**config.mk**
```make
export PLATFORM = sky130hd
export DESIGN_NAME = video_dma_timing_generator_top
export DESIGN_NICKNAME = d
export VERILOG_FILES = /design/src/rtl/vdtg_pkg.sv /design/src/rtl/vdtg_timing.sv /design/src/rtl/video_dma_timing_generator_top.sv
export VERILOG_INCLUDE_DIRS = /design/src /design/src/rtl
export SDC_FILE = /design/constraint.sdc
export NUM_CORES = 1
export LEC_CHECK = 0
export ABC_CLOCK_PERIOD_IN_PS = 2700
export BUFFER_PORTS_ARGS = -buffer_cell sky130_fd_sc_hd__buf_4
export CAP_MARGIN = 20
export CORE_MARGIN = 2
export CORE_UTILIZATION = 40
export CTS_CLUSTER_DIAMETER = 80
export DETAILED_ROUTE_END_ITERATION = 10
export PLACE_DENSITY_LB_ADDON = 0.05
export RECOVER_POWER = 50
export REMOVE_ABC_BUFFERS = 1
export SYNTH_ARGS = -nofsm -noshare
export SYNTH_HDL_FRONTEND = slang
export SYNTH_SLANG_ARGS = --single-unit
```
**constraint.sdc**
```tcl
create_clock -name clk -period 2.7 [get_ports clk]
set_input_delay 0.81 -clock clk [delete_from_list [all_inputs] [get_ports clk]]
set_output_delay 0.81 -clock clk [all_outputs]
set_load 0.05 [all_outputs]
```
**src/rtl/assert_macros.svh**
```systemverilog
// assertion macros used by the video timing generator rtl
`ifndef ASSERT_MACROS_SVH
`define ASSERT_MACROS_SVH

// condition that must hold at every clock edge out of reset
`define VDTG_ASSERT_ALWAYS(label, clk, rst, cond) \
  label: assert property (@(posedge clk) disable iff (rst) (cond)) \
    else $error("vdtg: invariant violated");

// antecedent in one cycle implies consequent in the next
`define VDTG_ASSERT_NEXT(label, clk, rst, ante, cons) \
  label: assert property (@(posedge clk) disable iff (rst) (ante) |=> (cons)) \
    else $error("vdtg: sequence violated");

`endif

```
**src/rtl/vdtg_pkg.sv**
```systemverilog
// package: types and constants of the video timing generator
`timescale 1ns / 1ps

package vdtg_pkg;

  localparam int unsigned ColWidth  = 4;
  localparam int unsigned LineWidth = 9;

  localparam logic [1:0] FUNC_TICK   = 2'd0;
  localparam logic [1:0] FUNC_INPUT  = 2'd1;
  localparam logic [1:0] FUNC_OUTPUT = 2'd2;

  localparam logic [1:0] CPU_STATE_DMA = 2'd2;

  localparam logic [ColWidth-1:0] COL_LAST      = 4'd13;
  localparam logic [ColWidth-1:0] DMA_COL_FIRST = 4'd3;
  localparam logic [ColWidth-1:0] DMA_COL_LAST  = 4'd11;

  localparam logic [LineWidth-1:0] LINE_EF1_ON_A = 9'd60;
  localparam logic [LineWidth-1:0] LINE_IRQ_ON   = 9'd62;
  localparam logic [LineWidth-1:0] LINE_FIELD_ON = 9'd64;
  localparam logic [LineWidth-1:0] LINE_EF1_ON_B = 9'd188;
  localparam logic [LineWidth-1:0] LINE_FIELD_END = 9'd192;
  localparam logic [LineWidth-1:0] LINE_LAST     = 9'd261;

  typedef struct packed {
    logic [1:0] func;
    logic [1:0] cpu_state;
    logic [7:0] data_bus;
  } item_t;

  typedef struct packed {
    logic                 flag_ef1;
    logic                 irq_out;
    logic                 dma_request;
    logic                 pixel_valid;
    logic [7:0]           pixels;
    logic [ColWidth-1:0]  column;
    logic [LineWidth-1:0] line;
    logic                 frame_start;
  } result_t;

endpackage

```
**src/rtl/vdtg_timing.sv**
```systemverilog
// column and line counters, flag levels, display enable and pixel fetch
`timescale 1ns / 1ps
`include "assert_macros.svh"

module vdtg_timing (
  input  logic             clk,
  input  logic             rst,
  input  logic             step,
  input  vdtg_pkg::item_t  item,
  output vdtg_pkg::result_t result
);

  logic [vdtg_pkg::ColWidth-1:0]  column_count;
  logic [vdtg_pkg::LineWidth-1:0] line_count;
  logic display_enable;
  logic enable_latch;
  logic ef1_level;
  logic irq_level;

  logic [vdtg_pkg::ColWidth-1:0]  column_count_next;
  logic [vdtg_pkg::LineWidth-1:0] line_count_next;
  logic display_enable_next;
  logic enable_latch_next;
  logic ef1_level_next;
  logic irq_level_next;
  logic wrap;
  logic tick;
  logic [7:0] pix;
  logic in_field;

  always_comb begin
    column_count_next   = column_count;
    line_count_next     = line_count;
    display_enable_next = display_enable;
    enable_latch_next   = enable_latch;
    ef1_level_next      = ef1_level;
    irq_level_next      = irq_level;
    wrap                = 1'b0;
    tick                = 1'b0;
    unique case (item.func)
      vdtg_pkg::FUNC_TICK: begin
        tick = 1'b1;
        if (column_count == vdtg_pkg::COL_LAST) begin
          column_count_next = '0;
          if (line_count == vdtg_pkg::LINE_LAST) begin
            line_count_next     = '0;
            display_enable_next = enable_latch;
            wrap                = 1'b1;
          end else begin
            line_count_next = line_count + 9'd1;
            priority if (line_count_next == vdtg_pkg::LINE_EF1_ON_A) begin
              ef1_level_next = 1'b1;
            end else if (line_count_next == vdtg_pkg::LINE_IRQ_ON) begin
              irq_level_next = 1'b1;
            end else if (line_count_next == vdtg_pkg::LINE_FIELD_ON) begin
              irq_level_next = 1'b0;
              ef1_level_next = 1'b0;
            end else if (line_count_next == vdtg_pkg::LINE_EF1_ON_B) begin
              ef1_level_next = 1'b1;
            end else if (line_count_next == vdtg_pkg::LINE_FIELD_END) begin
              ef1_level_next = 1'b0;
            end else begin
            end
          end
        end else begin
          column_count_next = column_count + 4'd1;
        end
      end
      vdtg_pkg::FUNC_INPUT:  enable_latch_next = 1'b1;
      vdtg_pkg::FUNC_OUTPUT: enable_latch_next = 1'b0;
      default: begin
      end
    endcase
  end

  assign in_field = (line_count_next >= vdtg_pkg::LINE_FIELD_ON)
                 && (line_count_next <  vdtg_pkg::LINE_FIELD_END);

  assign pix = (tick && in_field && item.cpu_state == vdtg_pkg::CPU_STATE_DMA)
             ? item.data_bus : 8'd0;

  always_comb begin
    result.flag_ef1    = ef1_level_next;
    result.irq_out     = irq_level_next;
    result.dma_request = display_enable_next && in_field
                      && (column_count_next >= vdtg_pkg::DMA_COL_FIRST)
                      && (column_count_next <= vdtg_pkg::DMA_COL_LAST);
    result.pixel_valid = tick;
    result.pixels      = pix;
    result.column      = column_count_next;
    result.line        = line_count_next;
    result.frame_start = wrap;
  end

  always_ff @(posedge clk) begin
    if (rst) begin
      column_count   <= '0;
      line_count     <= '0;
      display_enable <= 1'b0;
      enable_latch   <= 1'b0;
      ef1_level      <= 1'b0;
      irq_level      <= 1'b0;
    end else if (step) begin
      column_count   <= column_count_next;
      line_count     <= line_count_next;
      display_enable <= display_enable_next;
      enable_latch   <= enable_latch_next;
      ef1_level      <= ef1_level_next;
      irq_level      <= irq_level_next;
    end
  end

  `VDTG_ASSERT_ALWAYS(a_col_range, clk, rst, column_count <= vdtg_pkg::COL_LAST)
  `VDTG_ASSERT_ALWAYS(a_line_range, clk, rst, line_count <= vdtg_pkg::LINE_LAST)
  `VDTG_ASSERT_ALWAYS(a_irq_in_ef1, clk, rst, !irq_level || ef1_level)
  `VDTG_ASSERT_NEXT(a_wrap_load, clk, rst, step && wrap,
    line_count == '0 && column_count == '0 && display_enable == $past(enable_latch))

endmodule

```
**src/rtl/video_dma_timing_generator_top.sv**
```systemverilog
// Video timing generator with DMA: usage notes
//   Input channel s_*: one transfer per processor machine cycle. s_tuser carries
//   the access kind (tick, input access sets the enable latch, output access
//   clears it); s_tdata carries the processor state and the data bus byte.
//   Output channel m_*: exactly one result transfer per input transfer, in order.
//   m_tuser flags every tick result; pixels are zero unless in the field in DMA state.
//   Each accepted input passes through the input register, then through the counter
//   logic into the result register, before its result appears on m_*.
//   Throughput: one transfer per cycle while the receiver holds m_tready high.
//   Reset (rst, synchronous) clears counters, flags, enable and latch, and
//   empties both registers; the first result after reset starts from line 0.
//   When the receiver holds m_tready low the result register and then the input
//   register fill; s_tready drops only when both hold an item, and nothing is
//   lost or repeated. Display enable changes take effect at the frame wrap.
`timescale 1ns / 1ps

module video_dma_timing_generator_top (
  input  logic        clk,
  input  logic        rst,
  input  logic        s_tvalid,
  output logic        s_tready,
  input  logic [15:0] s_tdata,   // cpu_state[1:0], data_bus[9:2], zero fill
  input  logic [1:0]  s_tuser,   // func[1:0]
  output logic        m_tvalid,
  input  logic        m_tready,
  output logic [31:0] m_tdata,   // flag_ef1[0], irq_out[1], dma_request[2],
                                 // pixels[10:3], column[14:11], line[23:15],
                                 // frame_start[24], zero fill
  output logic [0:0]  m_tuser    // pixel_valid[0]
);

  logic              in_valid;
  vdtg_pkg::item_t   in_item;
  logic              adv;
  vdtg_pkg::result_t result;
  vdtg_pkg::result_t out_result;

  assign adv      = in_valid && (!m_tvalid || m_tready);
  assign s_tready = !in_valid || adv;

  always_ff @(posedge clk) begin
    if (rst) begin
      in_valid <= 1'b0;
    end else if (s_tready) begin
      in_valid <= s_tvalid;
    end
  end

  always_ff @(posedge clk) begin
    if (s_tvalid && s_tready) begin
      in_item.func      <= s_tuser;
      in_item.cpu_state <= s_tdata[1:0];
      in_item.data_bus  <= s_tdata[9:2];
    end
  end

  vdtg_timing u_timing (
    .clk    (clk),
    .rst    (rst),
    .step   (adv),
    .item   (in_item),
    .result (result)
  );

  always_ff @(posedge clk) begin
    if (rst) begin
      m_tvalid <= 1'b0;
    end else if (!m_tvalid || m_tready) begin
      m_tvalid <= in_valid;
    end
  end

  always_ff @(posedge clk) begin
    if (adv) begin
      out_result <= result;
    end
  end

  assign m_tdata = {7'd0,
                    out_result.frame_start,
                    out_result.line,
                    out_result.column,
                    out_result.pixels,
                    out_result.dma_request,
                    out_result.irq_out,
                    out_result.flag_ef1};
  assign m_tuser = out_result.pixel_valid;

endmodule

```
==> metrics, run 1 <==
status=finished clean; Post-CTS Resized=0; final setup fails=0; fin crit period=2339 ps; WHS=464.7 ps; largest cells by area after synthesis=edfxtp_1, dfxtp_1, nor2_1, nand2_1, buf_4; CP bufs+invs=3; DRC=0; register area share after synthesis=55.96%; Starting DRT DRC Count=50; Worst EP arrival=2560 ps; wire length per cell=12.27 um; post-route ant nets=0; Final Hold Viols=0; Post-CTS Hold Buffers=0; fill cell count=637; WP data required=2920 ps; Final Cell Area=3258 um2; VDD IR max=0.0002883 V; vias per std cell=4.792; Worst-path clk slew=70 ps; vias in the first global route=1676; CP max-delay cell=clkbuf_2; pin count of the biggest net entering global routing=54; vias=1773; Area Overhead vs Synth=19.83%; Post-Syn Area=2719 um2; Static Leak=0.001233 uW; critical path startpoint category=primary input; Post-synth top flop=edfxtp_1; PD cells=664.7 nW/um2; CTS Buffer Depth=2; skew final=5.914 ps; H-Tree Level Count=3; Die Span Y=86.45 um; CP delay by family, top=buffers and inverters; I/O Pins=57; Nets=311; Final Worst Setup Slack=360.6 ps; average size of a mapped cell=11.14 um2; maximum clock frequency=427.5 MHz; postcts setup bufs=0; Max-slew headroom=20.97%; distinct cell type count after synthesis=52; ys async rst share=0%; number of enable flip-flop cells after synthesis=38; hpwl dp=3021 um; Place WS=433.4 ps; post-synthesis instance total=244; Die X=86.45 um; drt pass-1 iters=4; layout cell share with drive strength beyond 1=25.86%; CP peak stage delay=640 ps; total wire length=4540 um; CTS tree=yes; Max Cap Viol=0; Slew Limit Fails=0; Die Area=7473 um2; Total GRT Usage=13.59%; CTS Root Cell=clkbuf_8; Crit Path Class=in -> reg; n_diodes=0; final total power=2166 uW; Hold Path Class=reg -> reg; gr ovfl total=0; Ys Warns=0; Setup crit end kind=flop; leading area contributor after synthesis=edfxtp_1; CTS sink cnt=57; row cnt=30; initial antenna violation count=0; RSZ-0062 raised after global routing=no; Worst Tran Pin Value=1185 ps; worst-path maximum fanout=53; global-route wire length before repair=7748 um; fin crit share=86.64%; CP Cell Sequence=clkbuf_4 -> nor2b_1 -> clkbuf_1 -> nor2b_4 -> clkbuf_2 -> and2_1 -> xnor2_1 -> nor2_1; routability cong.=0.8431; Core ar.=6681 um2; Placement Cell Area=3038 um2; Clock Latency Late Sink=330 ps; Initial Util=40.69%; quantity of I/O buffers inserted on ports=43; CTS Buf Count=9; post-synth top area share=41.97%; Yosys reg bits=57
[path summary, 6_finish.rpt]
path                                start                      end  slack, ps  cells after the start
hold reg to reg   u_timing.display_enable  u_timing.display_enable        460                      2
setup / recovery                 m_tready   u_timing.line_count[4]        360                      8
setup reg to reg   u_timing.line_count[0]               m_tdata[2]        430                      7
hold / removal    u_timing.display_enable  u_timing.display_enable        460                      2
[sequential cells by signal, summed over array words and instances, names as in the netlist, 4 cells and up]
| register | flops |
|---|---|
| in_item | 12 |
| m_tdata | 25 |
| u_timing.line_count | 9 |
| u_timing.column_count | 4 |
[layer usage]
layer	GRT usage [%]	routed length (um)	part of all wire (%)	vias up
met5	0	0	0	-
met4	7.386	80	1.8	0
met3	5.238	227	5.0	9
met2	20.77	2218	49	34
met1	16.53	2013	44	807
li1	-	-	-	923
[placed cells by master, fill, tap and decap left out, drive strengths merged, types with 5 or more instances in the layout]
cell,instances
dfxtp,19
a211oi,5
buf,31
clkbuf,25
xnor2,5
nand3,9
edfxtp,38
a21oi,10
inv,8
conb,7
xor2,5
o21ai,8
nor2,33
nand2,28
mux2i,7
[report_power, final]
part,switching (uW),internal [uW],total (uW)
clock,354,612,966
sequential,20.3,969,989
combinational,148,62.4,211
total,522,1640,2170
[tightest hold or removal path: stages (launching register included)]
cell and delay, ps:
dfxtp_1 310, nand2_1 50, a21oi_1 50
[Yosys cell counts (2+ instances only)]
cell,count
and2_1,2
a21oi_1,9
o21ai_0,7
xnor2_1,5
a211oi_1,5
inv_1,8
nor3_4,2
buf_2,4
o22ai_1,2
nand2b_1,4
buf_4,10
nor2b_1,4
nand2_1,28
a21o_1,4
clkbuf_8,4
dfxtp_1,19
mux2i_1,6
clkbuf_1,3
edfxtp_1,38
nand3_1,9
nor2_1,32
ha_1,4
xor2_1,5
nand3b_1,2
[kinds of logic (layout without fill, tap and decap cells)]
kind of cell,count (synthesis),count (layout),synth area share (%)
and+or+nand+nor,97,97,18.78
AOI/OAI and AO/OA,37,37,9.434
muxes,7,7,3.037
xor gates and xnor gates,10,10,3.221
other,1,7,0.1379
buffers and inverters,31,71,7.593
DFF,57,57,55.96
adders and majority gates,4,4,1.841
[through the flow]
| stage | cells | util, % | TNS [ps] |
|---|---|---|---|
| after floorplan | 227 | - | -33270 |
| after global placement | 354 | 45.47 | 0 |
| after detailed placement | 354 | 45.47 | 0 |
| after CTS | 370 | 49.10 | 0 |
| after global routing | 370 | 48.76 | 0 |
| final | 370 | 48.76 | 0 |
[cell type report]
class	count	area, um2	area share (%)
flip-flops and latches	57	1521	46.70
multi-input cells	162	1021	31.34
repair buffers	47	342.8	10.52
clock buffers	9	123.9	3.802
clock inverters	7	118.9	3.648
well taps	80	100.1	3.072
inverters	8	30.03	0.9217
Power figures use the tool's default switching activity.
==> run 2: changes to the inputs <==
BUFFER_PORTS_ARGS = -buffer_cell sky130_fd_sc_hd__buf_2   (was -buffer_cell sky130_fd_sc_hd__buf_4)
SKIP_LAST_GASP = 1   (was unset)
==> metrics, run 2 (synthesized netlist as in run 1, its figures left out) <==
Initial Util=40.69% (unchanged); Core ar.=6681 um2 (unchanged); hold depth=2 (unchanged); max FFs per register=25 (unchanged); fin crit period=2320 ps (was 2339 ps); CTS Root Cell=clkbuf_8 (unchanged); Nets=311 (unchanged); fill cell count=643 (was 637); CP delay by family, top=simple AND/OR/NAND/NOR gates (was buffers and inverters); post-route ant nets=0 (unchanged); Max Cap Viol=0 (unchanged); CTS Buf Count=9 (unchanged); final setup fails=0 (unchanged); Die Area=7473 um2 (unchanged); CTS Buffer Depth=2 (unchanged); status=finished clean (unchanged); Die Span Y=86.45 um (unchanged); Static Leak=0.001171 uW (was 0.001233 uW); most frequent cells in the layout=buf_2, edfxtp_1, nor2_1 (was edfxtp_1, nor2_1, buf_4); row cnt=30 (unchanged); reg2reg setup slack=380 ps (was 430 ps); Post-CTS Hold Buffers=0 (unchanged); Starting DRT DRC Count=64 (was 50); Worst Tran Pin Value=1174 ps (was 1185 ps); CP bufs+invs=0 (was 3); global-route wire length before repair=7645 um (was 7748 um); worst-path maximum fanout=9 (was 53); skew final=8.159 ps (was 5.914 ps); Hold Path Class=reg -> reg (unchanged); quantity of I/O buffers inserted on ports=43 (unchanged); Die X=86.45 um (unchanged); vias per std cell=4.805 (was 4.792); n_diodes=0 (unchanged); CTS sink cnt=57 (unchanged); Setup Total Neg Slack=0 ps (unchanged); Setup crit end kind=flop (unchanged); PD cells=642.0 nW/um2 (was 664.7 nW/um2); WHS=460.2 ps (was 464.7 ps); H-Tree Level Count=3 (unchanged); placed cell count=354 (unchanged); Total GRT Usage=13.70% (was 13.59%); reg2reg end=m_tdata[2] (unchanged); routability cong.=0.8493 (was 0.8431); fin crit share=85.93% (was 86.64%); VDD IR max=0.0003763 V (was 0.0002883 V); pin count of the biggest net entering global routing=54 (unchanged); CP max-delay cell=dfxtp_1 (was clkbuf_2); layout cell share with drive strength beyond 1=25.52% (was 25.86%); Area Overhead vs Synth=14.17% (was 19.83%); CP Cell Sequence=ha_1 -> nor3b_2 -> nand4_1 -> and4_4 -> a21oi_4 -> mux2i_4 -> nor2_1 (was clkbuf_4 -> nor2b_1 -> clkbuf_1 -> nor2b_4 -> clkbuf_2 -> and2_1 -> xnor2_1 -> nor2_1); R2R depth=7 (unchanged); I/O Pins=57 (unchanged); vias in the first global route=1645 (was 1676); Final Hold Viols=0 (unchanged); Post-CTS Resized=0 (unchanged); hold endpoint=u_timing.display_enable (unchanged); Slew Limit Fails=0 (unchanged); FF-to-FF Start=u_timing.line_count[0] (unchanged); total wire length=4642 um (was 4540 um); commonest non-fill, non-tap cell in the layout=buf_2 (was edfxtp_1); final std cells w/o fill=370 (unchanged); initial antenna violation count=0 (unchanged); critical path startpoint category=flop (was primary input); DRC=0 (unchanged); CP peak stage delay=450 ps (was 640 ps); Clock Latency Late Sink=350 ps (was 330 ps); worst hold start=u_timing.display_enable (unchanged); vias=1778 (was 1773); hpwl dp=3045 um (was 3021 um); Worst-path clk slew=70 ps (about the same); CTS tree=yes (unchanged); maximum clock frequency=431.0 MHz (was 427.5 MHz); wire length per cell=12.55 um (was 12.27 um); WP data required=2780 ps (was 2920 ps); postcts setup bufs=0 (unchanged); Max-slew headroom=21.75% (was 20.97%); Worst EP arrival=2400 ps (was 2560 ps); RSZ-0062 raised after global routing=no (unchanged); Crit Path Class=reg -> reg (was in -> reg); drt pass-1 iters=4 (unchanged); gr ovfl total=0 (unchanged)
## run 2: tightest hold or removal path, cell delays in order, from the launching register on
cell and delay (ps):
dfxtp_1 310, nand2_1 50, a21oi_1 50
## run 2: metal layers
layer	global-route usage, %	vias to the layer above	routed length [um]
met2	21.82	39	2158
met3	4.000	11	204
met1	16.07	802	2157
li1	-	926	-
met5	0	-	0
met4	8.949	0	122
## run 2: worst max-delay path by stage
stage	start	end	slack (ps)	depth (start not counted)
floorplan	m_tready	u_timing.line_count[4]	-930	5
detailed placement	u_timing.line_count[0]	m_tdata[2]	420	7
global placement	u_timing.line_count[0]	m_tdata[2]	410	7
finish	u_timing.line_count[0]	m_tdata[2]	380	7
global route	u_timing.line_count[0]	m_tdata[9]	100	8
CTS	u_timing.line_count[0]	m_tdata[2]	400	7
## run 2: cell type report
class	instances	area, um2	share of cell area [%]
Clock inverter	7	78.83	2.539
Multi-Input combinational cell	162	1015	32.69
Tap cell	80	100.1	3.225
Timing Repair Buffer	47	235.2	7.578
Sequential cell	57	1521	49.01
Inverter	8	30.03	0.9674
Clock buffer	9	123.9	3.990
## run 2: stage by stage
step | setup WS (ps) | utilization (%) | power, uW | area, um2
after global routing | 95.85 | 46.46 | 2075 | 3104
final | 379.9 | 46.46 | 1993 | 3104
after floorplan | -927.4 | - | 1155 | 2565
after detailed placement | 423.8 | 43.86 | 1207 | 2930
after CTS | 404.7 | 46.89 | 2027 | 3133
after global placement | 408.0 | 43.86 | 1207 | 2930
## run 2: power by group
| part | internal [uW] | total (uW) | switching [uW] | leakage, uW |
|---|---|---|---|---|
| Combinational | 46.3 | 194 | 148 | 0.000568 |
| Sequential | 969 | 988 | 19.1 | 0.000510 |
| Clock | 433 | 811 | 379 | 0.0000925 |
| Total | 1450 | 1990 | 545 | 0.00117 |
